## src/sv/pcs_pkg.sv

```systemverilog
// shared types, codes and payload decode for the port command store
`default_nettype none

package pcs_pkg;

  // operation codes of an input item
  localparam logic OP_COMMAND = 1'b0;
  localparam logic OP_SERVICE = 1'b1;

  // configuration register indexes
  localparam logic [1:0] CFG_PORT_COUNT  = 2'd0;
  localparam logic [1:0] CFG_RETRY_GAP   = 2'd1;
  localparam logic [1:0] CFG_RETRY_LIMIT = 2'd2;

  // reset values of the configuration registers
  localparam logic [5:0] PORT_COUNT_RST  = 6'd32;
  localparam logic [7:0] RETRY_GAP_RST   = 8'd2;
  localparam logic [3:0] RETRY_LIMIT_RST = 4'd3;

  // payload bytes
  localparam logic [7:0] PAY_FIRST_HIGH = 8'h03;
  localparam logic [7:0] PAY_FIRST_LOW  = 8'h01;
  localparam logic [7:0] PAY_SECOND_ON  = 8'h10;

  // port command codes
  typedef enum logic [1:0] {
    CMD_OFF  = 2'd0,
    CMD_HIGH = 2'd1,
    CMD_LOW  = 2'd2
  } cmd_e;

  // result of the pending scan
  typedef struct packed {
    logic       found;
    logic [4:0] port;
  } sel_t;

  // set and clear requests for the pending flags
  typedef struct packed {
    logic       set;
    logic [4:0] set_port;
    logic       clr;
    logic [4:0] clr_port;
  } pend_upd_t;

  function automatic logic [7:0] pay_first(input logic [1:0] cmd);
    logic [7:0] res;
    case (cmd)
      CMD_HIGH: res = PAY_FIRST_HIGH;
      CMD_LOW:  res = PAY_FIRST_LOW;
      default:  res = 8'h00;
    endcase
    return res;
  endfunction

  function automatic logic [7:0] pay_second(input logic [1:0] cmd);
    logic [7:0] res;
    case (cmd)
      CMD_HIGH: res = PAY_SECOND_ON;
      CMD_LOW:  res = PAY_SECOND_ON;
      default:  res = 8'h00;
    endcase
    return res;
  endfunction

endpackage

`default_nettype wire

```

## src/sv/pcs_cmd_mem.sv

```systemverilog
// command memory: one write port, one registered read port
`default_nettype none

module pcs_cmd_mem import pcs_pkg::*; #(
  parameter int unsigned DEPTH = 32,
  parameter int unsigned AW    = 5
) (
  input  wire logic          clk_i,
  input  wire logic          we_i,
  input  wire logic [AW-1:0] waddr_i,
  input  wire logic [1:0]    wdata_i,
  input  wire logic          re_i,
  input  wire logic [AW-1:0] raddr_i,
  output logic [1:0]         rdata_o
);

  logic [1:0] mem_q [DEPTH];
  logic [1:0] rdata_q;

  always_ff @(posedge clk_i) begin
    if (we_i) begin
      mem_q[waddr_i] <= wdata_i;
    end
  end

  always_ff @(posedge clk_i) begin
    if (re_i) begin
      rdata_q <= mem_q[raddr_i];
    end
  end

  assign rdata_o = rdata_q;

endmodule

`default_nettype wire

```

## src/sv/pcs_pend_sel.sv

```systemverilog
// pending flags and lowest-pending-port priority encoder
`default_nettype none

module pcs_pend_sel import pcs_pkg::*; #(
  parameter int unsigned PORTS = 32
) (
  input  wire logic       clk_i,
  input  wire logic       rst_ni,
  input  wire pend_upd_t  upd_i,
  input  wire logic [5:0] limit_i,
  output sel_t            sel_o
);

  localparam int unsigned PW = $clog2(PORTS);

  logic [PORTS-1:0] pend_q;

  always_ff @(posedge clk_i or negedge rst_ni) begin
    if (!rst_ni) begin
      pend_q <= '0;
    end else begin
      if (upd_i.set) begin
        pend_q[upd_i.set_port[PW-1:0]] <= 1'b1;
      end
      if (upd_i.clr) begin
        pend_q[upd_i.clr_port[PW-1:0]] <= 1'b0;
      end
    end
  end

  // lowest flagged port below the scan limit wins
  always_comb begin
    sel_o = '0;
    for (int i = PORTS - 1; i >= 0; i--) begin
      if (pend_q[i] && (6'(i) < limit_i)) begin
        sel_o.found = 1'b1;
        sel_o.port  = 5'(i);
      end
    end
  end

endmodule

`default_nettype wire

```

## src/sv/port_command_store_with_resend.sv

```systemverilog
// top level of the port command store with resend
`default_nettype none

//  channel   direction  handshake                 payload
//  ------------------------------------------------------------------------------
//  in        input      in_valid_i / in_ready_o   operation, port, command, now
//  out       output     out_valid_o / out_ready_i send_*, payload_*, pins, shift_*,
//                                                 retry_count
//  cfg       input      cfg_we_i (no wait)        cfg_idx_i, cfg_data_i
//
//  the pending scan, the retry update and the command memory access all happen at the
//  accepting edge, the result appears the cycle after
//  reset clears the pending flags, pins, retry tracking and restores config defaults
//  the command memory has no reset; the user must only let a port a command wrote be read,
//  the block does not enforce it; a new item is taken while the output register is empty or
//  being emptied, so a stalled output holds the input off and the result stays stable

module port_command_store_with_resend import pcs_pkg::*; #(
  parameter int unsigned PORTS        = 32,
  parameter int unsigned DIRECT_PORTS = 4
) (
  input  wire logic        clk_i,
  input  wire logic        rst_ni,
  // configuration writes
  input  wire logic        cfg_we_i,
  input  wire logic [1:0]  cfg_idx_i,
  input  wire logic [7:0]  cfg_data_i,
  // input items
  input  wire logic        in_valid_i,
  output logic             in_ready_o,
  input  wire logic        operation_i,
  input  wire logic [4:0]  port_i,
  input  wire logic [1:0]  command_i,
  input  wire logic [31:0] now_i,
  // result items
  output logic             out_valid_o,
  input  wire logic        out_ready_i,
  output logic             send_valid_o,
  output logic [4:0]       send_port_o,
  output logic [7:0]       payload_first_o,
  output logic [7:0]       payload_second_o,
  output logic [3:0]       high_side_pins_o,
  output logic [3:0]       low_side_pins_o,
  output logic             shift_write_o,
  output logic [31:0]      shift_word_o,
  output logic [3:0]       retry_count_o
);

  localparam int unsigned AW      = $clog2(PORTS);
  localparam logic [5:0]  PortsW  = 6'(PORTS);
  localparam logic [5:0]  DirectW = 6'(DIRECT_PORTS);
  localparam logic [4:0]  DirectP = 5'(DIRECT_PORTS);

  // configuration registers
  logic [5:0] port_count_q;
  logic [7:0] retry_gap_q;
  logic [3:0] retry_limit_q;

  // retry tracking and pin state
  logic [4:0]              last_port_q, last_port_d;
  logic [31:0]             last_time_q, last_time_d;
  logic [3:0]              retries_q, retries_d;
  logic [DIRECT_PORTS-1:0] high_q, high_d;
  logic [DIRECT_PORTS-1:0] low_q, low_d;

  // output register
  logic        out_valid_q;
  logic        send_valid_q;
  logic [4:0]  send_port_q;
  logic        shift_write_q, shift_write_d;
  logic [31:0] shift_word_q, shift_word_d;

  logic        accept;
  logic        is_cmd;
  logic        port_ok;
  logic        is_direct;
  logic        mem_we;
  logic        svc;
  logic        same_retry;
  logic        lim_hit;
  logic        pend_set;
  logic        pend_clr;
  logic [3:0]  r_next;
  logic [31:0] elapsed;
  logic [4:0]  shift_idx;
  logic [5:0]  limit;
  logic [1:0]  rd_cmd;
  sel_t        sel;
  pend_upd_t   upd;

  assign in_ready_o = ~out_valid_q | out_ready_i;
  assign accept     = in_valid_i & in_ready_o;

  always_ff @(posedge clk_i or negedge rst_ni) begin
    if (!rst_ni) begin
      port_count_q  <= PORT_COUNT_RST;
      retry_gap_q   <= RETRY_GAP_RST;
      retry_limit_q <= RETRY_LIMIT_RST;
    end else if (cfg_we_i) begin
      case (cfg_idx_i)
        CFG_PORT_COUNT:  port_count_q  <= cfg_data_i[5:0];
        CFG_RETRY_GAP:   retry_gap_q   <= cfg_data_i;
        CFG_RETRY_LIMIT: retry_limit_q <= cfg_data_i[3:0];
        default: ;
      endcase
    end
  end

  // scan range clamps to the number of ports built
  assign limit = (port_count_q > PortsW) ? PortsW : port_count_q;

  assign is_cmd    = accept && (operation_i == OP_COMMAND);
  assign port_ok   = {1'b0, port_i} < PortsW;
  assign is_direct = {1'b0, port_i} < DirectW;

  // shift ports count from the first port after the direct ports, bit order reversed in a byte
  assign shift_idx = (port_i - DirectP) ^ 5'd7;

  // command item: pins, memory write, pending set and shift word
  always_comb begin
    high_d        = high_q;
    low_d         = low_q;
    mem_we        = 1'b0;
    pend_set      = 1'b0;
    shift_write_d = 1'b0;
    shift_word_d  = '0;
    if (is_cmd && port_ok) begin
      if (is_direct) begin
        // unknown code still marks pending but leaves pins and command alone
        pend_set = 1'b1;
        for (int i = 0; i < DIRECT_PORTS; i++) begin
          if (port_i == 5'(i)) begin
            case (command_i)
              CMD_HIGH: begin
                low_d[i]  = 1'b1;
                high_d[i] = 1'b0;
              end
              CMD_LOW: begin
                low_d[i]  = 1'b0;
                high_d[i] = 1'b1;
              end
              CMD_OFF: begin
                low_d[i]  = 1'b0;
                high_d[i] = 1'b0;
              end
              default: ;
            endcase
          end
        end
        case (command_i)
          CMD_HIGH, CMD_LOW, CMD_OFF: mem_we = 1'b1;
          default: ;
        endcase
      end else begin
        // low or unknown code on a shift port is dropped entirely
        case (command_i)
          CMD_OFF: begin
            mem_we        = 1'b1;
            pend_set      = 1'b1;
            shift_write_d = 1'b1;
          end
          CMD_HIGH: begin
            mem_we        = 1'b1;
            pend_set      = 1'b1;
            shift_write_d = 1'b1;
            shift_word_d  = 32'd1 << shift_idx;
          end
          default: ;
        endcase
      end
    end
  end

  // service item: retry counting on the selected port
  assign svc        = accept && (operation_i == OP_SERVICE) && sel.found;
  assign elapsed    = now_i - last_time_q;
  assign same_retry = (elapsed > {24'd0, retry_gap_q}) && (sel.port == last_port_q);
  assign r_next     = same_retry ? (retries_q + 4'd1) : 4'd0;
  assign lim_hit    = r_next >= retry_limit_q;

  always_comb begin
    last_port_d = last_port_q;
    last_time_d = last_time_q;
    retries_d   = retries_q;
    pend_clr    = 1'b0;
    if (svc) begin
      last_port_d = sel.port;
      last_time_d = now_i;
      retries_d   = lim_hit ? 4'd0 : r_next;
      pend_clr    = lim_hit;
    end
  end

  // set comes from a command item, clear from a service item at the limit
  assign upd = '{set: pend_set, set_port: port_i, clr: pend_clr, clr_port: sel.port};

  always_ff @(posedge clk_i or negedge rst_ni) begin
    if (!rst_ni) begin
      last_port_q <= '0;
      last_time_q <= '0;
      retries_q   <= '0;
      high_q      <= '0;
      low_q       <= '0;
    end else begin
      last_port_q <= last_port_d;
      last_time_q <= last_time_d;
      retries_q   <= retries_d;
      high_q      <= high_d;
      low_q       <= low_d;
    end
  end

  pcs_pend_sel #(
    .PORTS (PORTS)
  ) u_pend (
    .clk_i   (clk_i),
    .rst_ni  (rst_ni),
    .upd_i   (upd),
    .limit_i (limit),
    .sel_o   (sel)
  );

  // read of the selected port lands together with the output register
  pcs_cmd_mem #(
    .DEPTH (PORTS),
    .AW    (AW)
  ) u_mem (
    .clk_i   (clk_i),
    .we_i    (mem_we),
    .waddr_i (port_i[AW-1:0]),
    .wdata_i (command_i),
    .re_i    (svc),
    .raddr_i (sel.port[AW-1:0]),
    .rdata_o (rd_cmd)
  );

  always_ff @(posedge clk_i or negedge rst_ni) begin
    if (!rst_ni) begin
      out_valid_q <= 1'b0;
    end else if (accept) begin
      out_valid_q <= 1'b1;
    end else if (out_ready_i) begin
      out_valid_q <= 1'b0;
    end
  end

  always_ff @(posedge clk_i) begin
    if (accept) begin
      send_valid_q  <= svc;
      send_port_q   <= svc ? sel.port : 5'd0;
      shift_write_q <= shift_write_d;
      shift_word_q  <= shift_word_d;
    end
  end

  assign out_valid_o      = out_valid_q;
  assign send_valid_o     = send_valid_q;
  assign send_port_o      = send_port_q;
  assign payload_first_o  = send_valid_q ? pay_first(rd_cmd) : 8'h00;
  assign payload_second_o = send_valid_q ? pay_second(rd_cmd) : 8'h00;
  assign shift_write_o    = shift_write_q;
  assign shift_word_o     = shift_word_q;
  // state only moves on accept, which is also when the old result leaves
  assign retry_count_o    = retries_q;

  for (genvar g = 0; g < 4; g++) begin : g_pins
    if (g < DIRECT_PORTS) begin : g_on
      assign high_side_pins_o[g] = high_q[g];
      assign low_side_pins_o[g]  = low_q[g];
    end else begin : g_off
      assign high_side_pins_o[g] = 1'b0;
      assign low_side_pins_o[g]  = 1'b0;
    end
  end

endmodule

`default_nettype wire

```

## config.mk

```make
export PLATFORM = sky130hd
export DESIGN_NAME = port_command_store_with_resend
export DESIGN_NICKNAME = d
export VERILOG_FILES = /design/src/sv/pcs_pkg.sv /design/src/sv/pcs_cmd_mem.sv /design/src/sv/pcs_pend_sel.sv /design/src/sv/port_command_store_with_resend.sv
export SDC_FILE = /design/constraint.sdc
export NUM_CORES = 1
export LEC_CHECK = 0
export ABC_AREA = 0
export BUFFER_PORTS_ARGS = -buffer_cell sky130_fd_sc_hd__buf_2
export CELL_PAD_IN_SITES_DETAIL_PLACEMENT = 0
export CELL_PAD_IN_SITES_GLOBAL_PLACEMENT = 2
export CORE_MARGIN = 10
export CORE_UTILIZATION = 42
export CTS_BUF_LIST = sky130_fd_sc_hd__clkbuf_8
export DETAILED_ROUTE_END_ITERATION = 10
export PLACE_DENSITY_LB_ADDON = 0.1
export REMOVE_ABC_BUFFERS = 1
export SLEW_MARGIN = 20
export SYNTH_ARGS = -nofsm -noshare
export SYNTH_HDL_FRONTEND = slang
export SYNTH_SLANG_ARGS = --single-unit
export TNS_END_PERCENT = 50
```

## constraint.sdc

```tcl
create_clock -name clk_i -period 10.4 [get_ports clk_i]
set_input_delay 2.08 -clock clk_i [delete_from_list [all_inputs] [get_ports clk_i]]
set_output_delay 2.08 -clock clk_i [all_outputs]
set_load 0.02 [all_outputs]
```

==> results of run 1 <==
-- area by class of cell --
class	instances	area [µm²]	share of cell area
clock inverters	27	173	0.0130
flip-flops and latches	205	5660	0.425
well taps	378	473	0.0355
repair buffers	119	621	0.0466
clock buffers	41	564	0.0424
inverters	72	270	0.0203
diodes	2	5.00	0.000376
multi-input cells	856	5550	0.417
-- power groups by stage --
stage               logic, mW  clock network (mW)  registers (mW)
global route             1.43               0.817            1.05
CTS                      1.28               0.777            1.04
detailed placement       1.28                   0            1.05
finish                   1.29               0.756            1.04
global placement         1.29                   0            1.05
floorplan               0.894                   0            1.04
-- flip-flops by register name (all words and copies together) (netlist names) --
register and count:
high_side_pins_o 4, last_port_q 5, last_time_q 32, low_side_pins_o 4
out_valid_o 1, port_count_q 6, retry_count_o 4, retry_gap_q 8
retry_limit_q 4, send_port_o 5, send_valid_o 1, shift_word_o 32
shift_write_o 1, u_mem.mem_q 64, u_mem.rdata_o 2, u_pend.pend_q 32
-- final timing paths --
kind | startpoint | to | slack, ns
max | now_i[0] | u_pend.pend_q[15] | 2.86
min | last_time_q[0] | last_time_q[0] | 0.50
max reg2reg | last_time_q[0] | u_pend.pend_q[15] | 4.20
min reg2reg | last_time_q[0] | last_time_q[0] | 0.50
max in group asynchronous | rst_ni | u_pend.pend_q[31] | 7.67
min in group asynchronous | rst_ni | last_time_q[2] | 1.47
-- worst reg2reg max path, cell delays in order (launching register included) --
cell,delay [ns]
dfrtp_1,0.35
ha_1,0.18
inv_1,0.06
fa_1,0.41
a21oi_1,0.18
o21ai_0,0.11
a21oi_1,0.37
xnor2_1,0.17
ha_1,0.26
and3_1,0.22
a211oi_1,0.27
a31oi_1,0.16
nor4b_1,0.30
and4b_1,0.25
nand4_1,0.11
nor4_1,0.49
a31oi_4,0.21
and2_1,0.21
ha_1,0.28
a21o_1,0.11
a21o_1,0.10
a21oi_1,0.11
nand2b_1,0.33
or3_1,0.43
nor2_1,0.26
a2bb2oi_1,0.11
-- per-stage QoR --
stage	setup slack, ns	utilization	std cells	hold slack (ns)	cell area, µm²
after floorplan	3.37	-	1133	0.460	11500
after global placement	2.67	0.455	1630	0.478	12600
after detailed placement	2.35	0.455	1630	0.487	12600
after CTS	2.87	0.482	1698	0.502	13300
after global routing	2.26	0.482	1699	0.519	13300
final	2.86	0.482	1700	0.497	13300
-- placed cells by master, fill, tap and decap left out, types with 9 or more instances in the layout --
cell / Yosys / layout
nand2b_1: 21 / 21
o21ai_0: 34 / 34
xnor2_1: 9 / 9
edfxtp_1: 105 / 105
and3_1: 9 / 9
nor2_1: 138 / 138
inv_1: 70 / 81
mux2_2: 26 / 26
nand4_1: 12 / 12
o211ai_1: 11 / 11
o21ai_1: 49 / 49
a21oi_1: 72 / 72
conb_1: 1 / 13
clkbuf_8: 0 / 41
nor3_1: 25 / 25
a211oi_1: 11 / 11
mux2i_1: 28 / 28
buf_2: 12 / 109
a2bb2oi_1: 23 / 23
a21o_1: 20 / 20
or3_1: 10 / 10
nand2_1: 96 / 96
dfrtp_1: 96 / 96
and2_1: 13 / 13
o21a_1: 13 / 13
ha_1: 47 / 47
buf_4: 15 / 10
nand3_1: 25 / 25
a31oi_1: 13 / 13
nor2b_1: 13 / 13
-- kinds of logic (layout without fill, tap and decap cells) --
family / count (synthesis) / after routing / share of synthesized area
compound gates: 321 / 321 / 0.184
xor+xnor: 17 / 17 / 0.0127
fa+ha+maj: 49 / 49 / 0.0528
buf+inv: 125 / 259 / 0.0468
flops: 205 / 205 / 0.483
mux: 57 / 57 / 0.0547
other cells: 1 / 15 / 0.000320
simple gates: 399 / 399 / 0.165
-- layer usage --
layer	wire length, µm	GRT usage	vias to the layer above	part of all wire
li1	-	-	4549	-
met1	17200	0.289	4490	0.51
met2	13400	0.258	280	0.40
met3	2350	0.0505	37	0.070
met4	508	0.0413	2	0.015
met5	7	0	-	0.00021
==> out/metrics.yaml, run 1 <==
synthesis:
  syn_avg_cell_area_um2: 9.98
  syn-cell-area_mm2: 0.0117
  synth_area_leaders: "edfxtp_1 27%, dfrtp_1 21%, ha_1 5.0%, nor2_1 4.4%, a21oi_1 3.1%"
  synth_warnings: 0
  synth_edf_count: 105
  yosys.area.top_type: "edfxtp_1"
  syn_inst: 1174
  async_flop_share: 0.488
  synth_commonest_cells: "138 x nor2_1, 105 x edfxtp_1, 96 x dfrtp_1, 96 x nand2_1, 72 x a21oi_1"
  ys_seq_area_frac: 0.483
  yosysTopAreaCellShare: 0.269
  ys_types: 93
  ys.flop_type: "edfxtp_1"
  synth_seq_cells: 205
  yosys.cell_count.top_type: "nor2_1"
place:
  io_buffer_count: 110
  hpwl_um: 24400
  place.gp.congestion: 0.865
global_routing:
  grt_max_degree: 71
  first_global_vias: 9218
  grt_pass1_wl_um: 53500
  grt_overflow: 0
  grt_usage: 0.189
  grt_antenna_before_repair: 3
timing:
  period_minus_slack_ns: 7.54
  fin_crit_sh: 0.725
  slew_headroom: 0.367
  clock.fmax_mhz: 133
  finalSetupViolCount: 0
  finalHoldViolCount: 0
  fin_skew_ns: 0.0194
  tightest_slew_ns: 0.950
  finalSetupTns_ns: 0
  rsz0062_at_grt: "no"
  finalMaxSlewViolations: 0
power_and_ir_drop:
  p_int_mw: 1.83
  p_seq_frac: 0.337
  power_mw: 3.08
  pwr-share-clk: 0.245
  p_sw_mw: 1.25
  power_density_mw_per_mm2: 231
  p_sw_frac: 0.406
  ir_drop_mv: 0.157
  leakagePower_nw: 5.62
  pwr-share-comb: 0.418
worst_setup_path:
  critPathKind: "in -> reg"
  crit_path_top_delay_cell: "nor4_1"
  r2r_cells: 25
  critPathBufInv: 3
  cpPeakStageDelay_ns: 0.49
  crit_family: "simple AND/OR/NAND/NOR gates"
  path_depth: 27
  crit_required_ns: 10.80
  start_kind: "input pin"
  arrival_ns: 7.94
  crit_path_end_kind: "flop"
  cp_max_fo: 7
die:
  start_util: 0.424
  die_x_um: 187
  io-pin-count: 124
  fp.dieArea_mm2: 0.0350
  die_y_um: 187
  core_area_mm2: 0.0276
  rows: 61
detailed_routing:
  drt_iter0_markers: 652
  ant_nets: 0
  postRouteWirelength_um: 33500
  vias: 9358
  avgViaCountPerCell: 5.50
  wl_per_cell_um: 19.7
  drc: 0
  firstDrtPassIters: 6
clocking:
  cts_buffer_depth: 3
  cts_hold_buffers: 0
  htreeDepth: 2
  tritoncts: "built"
  numCtsBuffers: 38
  insertion_delay_ns: 0.56
  cts_setup_buffers: 0
  cts.sinks: 205
  cts_root_buf: "clkbuf_8"
  ctsResizeCount: 0
  clk_pin_slew_ns: 0.06
status:
  status: "finished, final reports clean"
cells_and_area:
  layout-drive-gt1-share: 0.167
  fin_nets: 1395
  syn2layout_area_growth_pct: 13.7
  fill_cells: 2693
flow_run:
  cap_viol_max_count: 0
hold_path:
  hold_depth: 2
  hp-class: "reg -> reg"
(Power assumes the default switching activity.)
==> inputs of run 2 (changes only) <==
Settings changed: CORE_UTILIZATION 42 to 39.
Clock period 10.4 ns to 7.65 ns, I/O delays scaled along.
==> run 2 against run 1 <==
Effect of this change: clock skew about the same; worst setup slack worse by 2.1 ns; die area increased by 6.9%; wire length rose by 2.7%; sequential share of layout area about the same; combinational power grew 37%; register-to-register slack got worse by 2.7 ns; largest cell class unchanged; cell area about the same; global-route usage decreased by 1.1 points.
==> out/metrics.yaml, run 2 (same netlist as run 1, synthesis figures left out) <==
cells_and_area:
  largest_reg_flops: 64  # unchanged
  layout-drive-gt1-share: 0.167  # +0.000504
  final_cell_mix: "138 x nor2_1, 109 x buf_2, 105 x edfxtp_1"
  fin_nets: 1396  # +0.072%
  regMostFlops: "u_mem.mem_q"
  regArea_mm2: 0.00566  # unchanged
  multiInputGateArea_mm2: 0.00555  # about the same
  syn2layout_area_growth_pct: 13.8  # about the same
  final_common_cell: "nor2_1"
  fin_cells: 1713  # +0.76%
  fill_cells: 2938  # +9.1%
die:
  die_y_um: 193  # +3.4%
  fp.dieArea_mm2: 0.0374  # +6.9%
  die_x_um: 193  # +3.4%
  rows: 63  # +3.3%
  io-pin-count: 124  # unchanged
  start_util: 0.395  # -0.0287
  core_area_mm2: 0.0296  # +7.3%
worst_setup_path:
  arrival_ns: 7.37  # -0.57 ns
  cp_max_fo: 7  # unchanged
  start_kind: "input pin"
  r2r_cells: 26  # +4.0%
  crit_required_ns: 8.11  # -2.69 ns
  crit_path_end_kind: "flop"
  critPathKind: "in -> reg"
timing:
  period_minus_slack_ns: 6.90
  fin_skew_ns: 0.0199  # +0.000473 ns
  slew_headroom: 0.342  # -0.0247
  rsz0062_at_grt: "no"
  fin_crit_sh: 0.902
  finalSetupViolCount: 0  # unchanged
  finalHoldViolCount: 0  # unchanged
  tightest_slew_ns: 0.985  # +0.0349 ns
  finalSetupTns_ns: 0  # unchanged
  fin_hold_ws_ns: 0.499  # +0.00248 ns
  clock.fmax_mhz: 145
  finalMaxSlewViolations: 0  # unchanged
detailed_routing:
  avgViaCountPerCell: 5.50  # -0.15%
  postRouteWirelength_um: 34400  # +2.7%
  drc: 0  # unchanged
  vias: 9415  # +0.61%
  firstDrtPassIters: 5  # -1
  ant_nets: 0  # unchanged
  wl_per_cell_um: 20.1  # +1.9%
  drt_iter0_markers: 553  # -15%
clocking:
  insertion_delay_ns: 0.55  # about the same
  htreeDepth: 2  # unchanged
  cts.sinks: 205  # unchanged
  cts_hold_buffers: 0  # unchanged
  ctsResizeCount: 0  # unchanged
  cts_buffer_depth: 3  # unchanged
  cts_root_buf: "clkbuf_8"
  cts_setup_buffers: 0  # unchanged
  clk_pin_slew_ns: 0.06  # about the same
  tritoncts: "built"
  numCtsBuffers: 38  # unchanged
hold_path:
  hold_depth: 2  # unchanged
  hp-class: "reg -> reg"
power_and_ir_drop:
  power_density_mw_per_mm2: 315  # +36%
  leakagePower_nw: 5.62  # about the same
  ir_drop_mv: 0.134  # -14%
global_routing:
  grt_usage: 0.178  # -0.0109
  grt_antenna_before_repair: 1  # -2
  grt_overflow: 0  # unchanged
  grt_pass1_wl_um: 54500  # +1.8%
  grt_max_degree: 76  # +7.0%
  first_global_vias: 9276  # +0.63%
place:
  hpwl_um: 25200  # +3.4%
  place.gp.congestion: 0.840  # -2.8%
  placed_cells: 1643  # +0.80%
  io_buffer_count: 110  # unchanged
flow_run:
  cap_viol_max_count: 0  # unchanged
status:
  status: "finished, final reports clean"
-- run 2: cell types whose count changed in the layout (fill, tap and decap cells not counted), sizes merged --
cell    before  now
diode        2    1
buf        119  120
clkbuf      41   43
bufinv       1    0
-- run 2: final cells by class --
class                      instances  area share
tap                              390      0.0366
timing repair buffer             120      0.0474
multi-input combinational        856       0.416
clock inverter                    26      0.0103
antenna                            1    0.000188
clock buffer                      43      0.0444
inverter                          72      0.0203
sequential                       205       0.425
-- run 2: routing by layer --
metal	share of wire	GRT usage	vias to the layer above
met5	0.00049	0	-
li1	-	-	4560
met1	0.50	0.268	4540
met2	0.41	0.243	273
met4	0.017	0.0452	2
met3	0.075	0.0479	40
-- run 2: where the power goes --
part	switching (mW)	internal, mW
clock network	0.489	0.525
registers	0.122	1.29
logic	1.10	0.663
total	1.71	2.48
-- run 2: per-stage QoR --
| stage | cell area [µm²] | setup slack, ns | util | power (mW) |
|---|---|---|---|---|
| finish | 13300 | 0.747 | 0.450 | 4.20 |
| global route | 13300 | 0.134 | 0.450 | 4.50 |
| CTS | 13300 | 0.760 | 0.450 | 4.23 |
| detailed placement | 12600 | 0.234 | 0.425 | 3.19 |
| global placement | 12600 | 0.495 | 0.425 | 3.20 |
| floorplan | 11500 | 1.17 | - | 2.63 |
-- run 2: worst max-delay path: stages --
cell	delay [ns]
buf_2	0.10
inv_1	0.06
ha_1	0.17
inv_1	0.05
fa_1	0.41
a21oi_1	0.20
o21ai_0	0.12
a21oi_1	0.35
xnor2_1	0.17
ha_1	0.26
and3_1	0.21
a211oi_1	0.24
a31oi_1	0.16
nor4b_1	0.29
and4b_1	0.24
nand4_1	0.09
nor4_1	0.52
a31oi_4	0.22
nand2b_1	0.13
ha_1	0.22
nand2b_1	0.14
a21o_1	0.17
a21o_1	0.16
a21oi_1	0.32
nand2b_1	0.38
or3_1	0.19
nor2_1	0.09
a2bb2oi_1	0.19
-- run 2: path summary, 6_finish.rpt --
path | from | slack, ns | endpoint
min | last_time_q[31] | 0.50 | last_time_q[31]
min reg2reg | last_time_q[31] | 0.50 | last_time_q[31]
max in group asynchronous | rst_ni | 5.73 | out_valid_o
max reg2reg | last_time_q[0] | 1.54 | u_pend.pend_q[13]
max | now_i[0] | 0.75 | u_pend.pend_q[13]
min in group asynchronous | rst_ni | 0.89 | last_time_q[9]
==> inputs of run 3 (changes only) <==
Settings changed: BUFFER_PORTS_ARGS -buffer_cell sky130_fd_sc_hd__buf_2 to not set, CORE_UTILIZATION 39 to 43, DONT_BUFFER_PORTS set to 1.
==> run 3 against run 2 <==
Effect of this change: via count shrank 4.3%; clock-buffer cell count shrank 5; flip-flop and latch count is the same; critical path type unchanged; largest power group unchanged; highest routed layer is now met4.
==> out/metrics.yaml, run 3 (same netlist as run 1, synthesis figures left out) <==
timing:
  clock.fmax_mhz: 144  # -0.58%
  fin_skew_ns: 0.0257  # +0.00588 ns
  slew_headroom: 0.385  # +0.0435
  finalMaxSlewViolations: 0  # unchanged
  finalHoldViolCount: 0  # unchanged
  rsz0062_at_grt: "no"
  finalSetupViolCount: 0  # unchanged
  fin_crit_sh: 0.908  # +0.00526
  tightest_slew_ns: 0.921  # -0.0642 ns
  finalSetupTns_ns: 0  # unchanged
  period_minus_slack_ns: 6.94  # +0.0402 ns
place:
  placed_cell_area_mm2: 0.0120  # -5.1%
  place.gp.congestion: 0.873  # +3.8%
  hpwl_um: 23900  # -5.3%
  io_buffer_count: 0  # -100%
power_and_ir_drop:
  leakagePower_nw: 5.11  # -9.0%
  power_density_mw_per_mm2: 320  # +1.8%
  ir_drop_mv: 0.137  # +1.8%
  power_mw: 4.04  # -3.7%
cells_and_area:
  final_common_cell: "nor2_1"
  syn2layout_area_growth_pct: 7.71
  final_cell_mix: "138 x nor2_1, 105 x edfxtp_1, 96 x nand2_1, 96 x dfrtp_1, 87 x inv_1"
  stdcell_area_mm2: 0.0126  # -5.4%
  regMostFlops: "u_mem.mem_q"
  layout-drive-gt1-share: 0.0822  # -0.0850
  diodes: 0  # -1
  largest_reg_flops: 64  # unchanged
  fin_nets: 1281  # -8.2%
hold_path:
  hp-class: "reg -> reg"
detailed_routing:
  ant_nets: 0  # unchanged
  postRouteWirelength_um: 33000  # -4.1%
  vias: 9006  # -4.3%
  drc: 0  # unchanged
  firstDrtPassIters: 5  # unchanged
  avgViaCountPerCell: 5.83  # +6.0%
  drt_iter0_markers: 632  # +14%
  wl_per_cell_um: 21.4  # +6.2%
global_routing:
  grt_overflow: 0  # unchanged
  first_global_vias: 8831  # -4.8%
  grt_usage: 0.193  # +0.0154
  grt_max_degree: 101  # +33%
  grt_antenna_before_repair: 0  # -1
  grt_pass1_wl_um: 52000  # -4.7%
worst_setup_path:
  crit_start: "now_i[0]"
  arrival_ns: 7.32  # -0.05 ns
  r2r-start: "last_time_q[0]"
  start_kind: "input pin"
  critPathKind: "in -> reg"
  ff2ff_setup_slack_ns: 1.41  # -0.13 ns
  r2r_cells: 25  # -3.8%
  reg2reg_to: "u_pend.pend_q[22]"
  crit_path_end_kind: "flop"
  critPathCapture: "u_pend.pend_q[22]"
  cp_max_fo: 7  # unchanged
  crit_required_ns: 8.03  # -0.08 ns
flow_run:
  cap_viol_max_count: 0  # unchanged
clocking:
  htreeDepth: 2  # unchanged
  cts.sinks: 205  # unchanged
  insertion_delay_ns: 0.54  # about the same
  cts_hold_buffers: 0  # unchanged
  ctsResizeCount: 0  # unchanged
  numCtsBuffers: 36  # -5.3%
  clk_pin_slew_ns: 0.06  # about the same
  cts_buffer_depth: 3  # unchanged
  cts_setup_buffers: 0  # unchanged
  cts_root_buf: "clkbuf_8"
  tritoncts: "built"
die:
  die_y_um: 185  # -4.3%
  start_util: 0.436  # +0.0406
  fp.dieArea_mm2: 0.0342  # -8.4%
  rows: 60  # -4.8%
  die_x_um: 185  # -4.3%
  core_area_mm2: 0.0269  # -9.3%
  io-pin-count: 124  # unchanged
status:
  status: "finished, final reports clean"
run 3: cell types whose count changed in the layout (fill, tap and decap cells not counted), sizes merged:
cell | before | now
buf | 120 | 7
clkbuf | 43 | 38
clkinv | 16 | 9
diode | 1 | 0
inv | 82 | 90
run 3: area by class of cell:
type / instances / area, µm²
Multi-Input combinational cell: 856 / 5550
Sequential cell: 205 / 5660
Fill cell: 2595 / 14300
Timing Repair Buffer: 7 / 52.6
Tap cell: 341 / 427
Inverter: 72 / 272
Clock inverter: 27 / 128
Clock buffer: 38 / 523
run 3: worst min path at each step:
stage | start | to | depth (start not counted)
CTS | last_time_q[0] | last_time_q[0] | 2
global placement | last_time_q[31] | last_time_q[31] | 2
global route | retry_gap_q[2] | retry_gap_q[2] | 1
floorplan | last_time_q[0] | last_time_q[0] | 2
finish | last_time_q[31] | last_time_q[31] | 2
detailed placement | last_time_q[0] | last_time_q[0] | 2
run 3: through the flow:
step | cells | hold slack, ns | util | setup WS [ns]
global route | 1546 | 0.515 | 0.469 | 0.0806
finish | 1546 | 0.498 | 0.469 | 0.707
detailed placement | 1481 | 0.486 | 0.445 | 0.237
floorplan | 1133 | 0.460 | - | 1.17
global placement | 1481 | 0.481 | 0.445 | 0.438
CTS | 1546 | 0.502 | 0.469 | 0.758
run 3: report_power, final:
group	switching [mW]	internal, mW	total (mW)
clock network	0.459	0.466	0.926
logic	1.05	0.638	1.69
registers	0.131	1.29	1.43
total	1.64	2.40	4.04
run 3: layer usage:
layer,global-route usage,vias up,share of wire
met4,0.0481,0,0.019
met1,0.278,4358,0.48
met3,0.0590,46,0.081
met2,0.276,260,0.42
met5,0,-,0
li1,-,4342,-
run 3: worst max-delay path, cell delays in order:
cell	delay, ns
inv_1	0.05
ha_1	0.17
inv_1	0.05
fa_1	0.41
a21oi_1	0.19
o21ai_0	0.13
a21oi_1	0.34
xnor2_1	0.17
ha_1	0.26
and3_1	0.21
a211oi_1	0.24
a31oi_1	0.16
nor4b_1	0.29
and4b_1	0.25
nand4_1	0.10
nor4_1	0.52
a31oi_4	0.24
and2_1	0.23
ha_1	0.27
a21o_1	0.10
a21o_1	0.10
a21oi_1	0.11
nand2b_1	0.37
or3_1	0.46
nor2_1	0.24
a2bb2oi_1	0.12
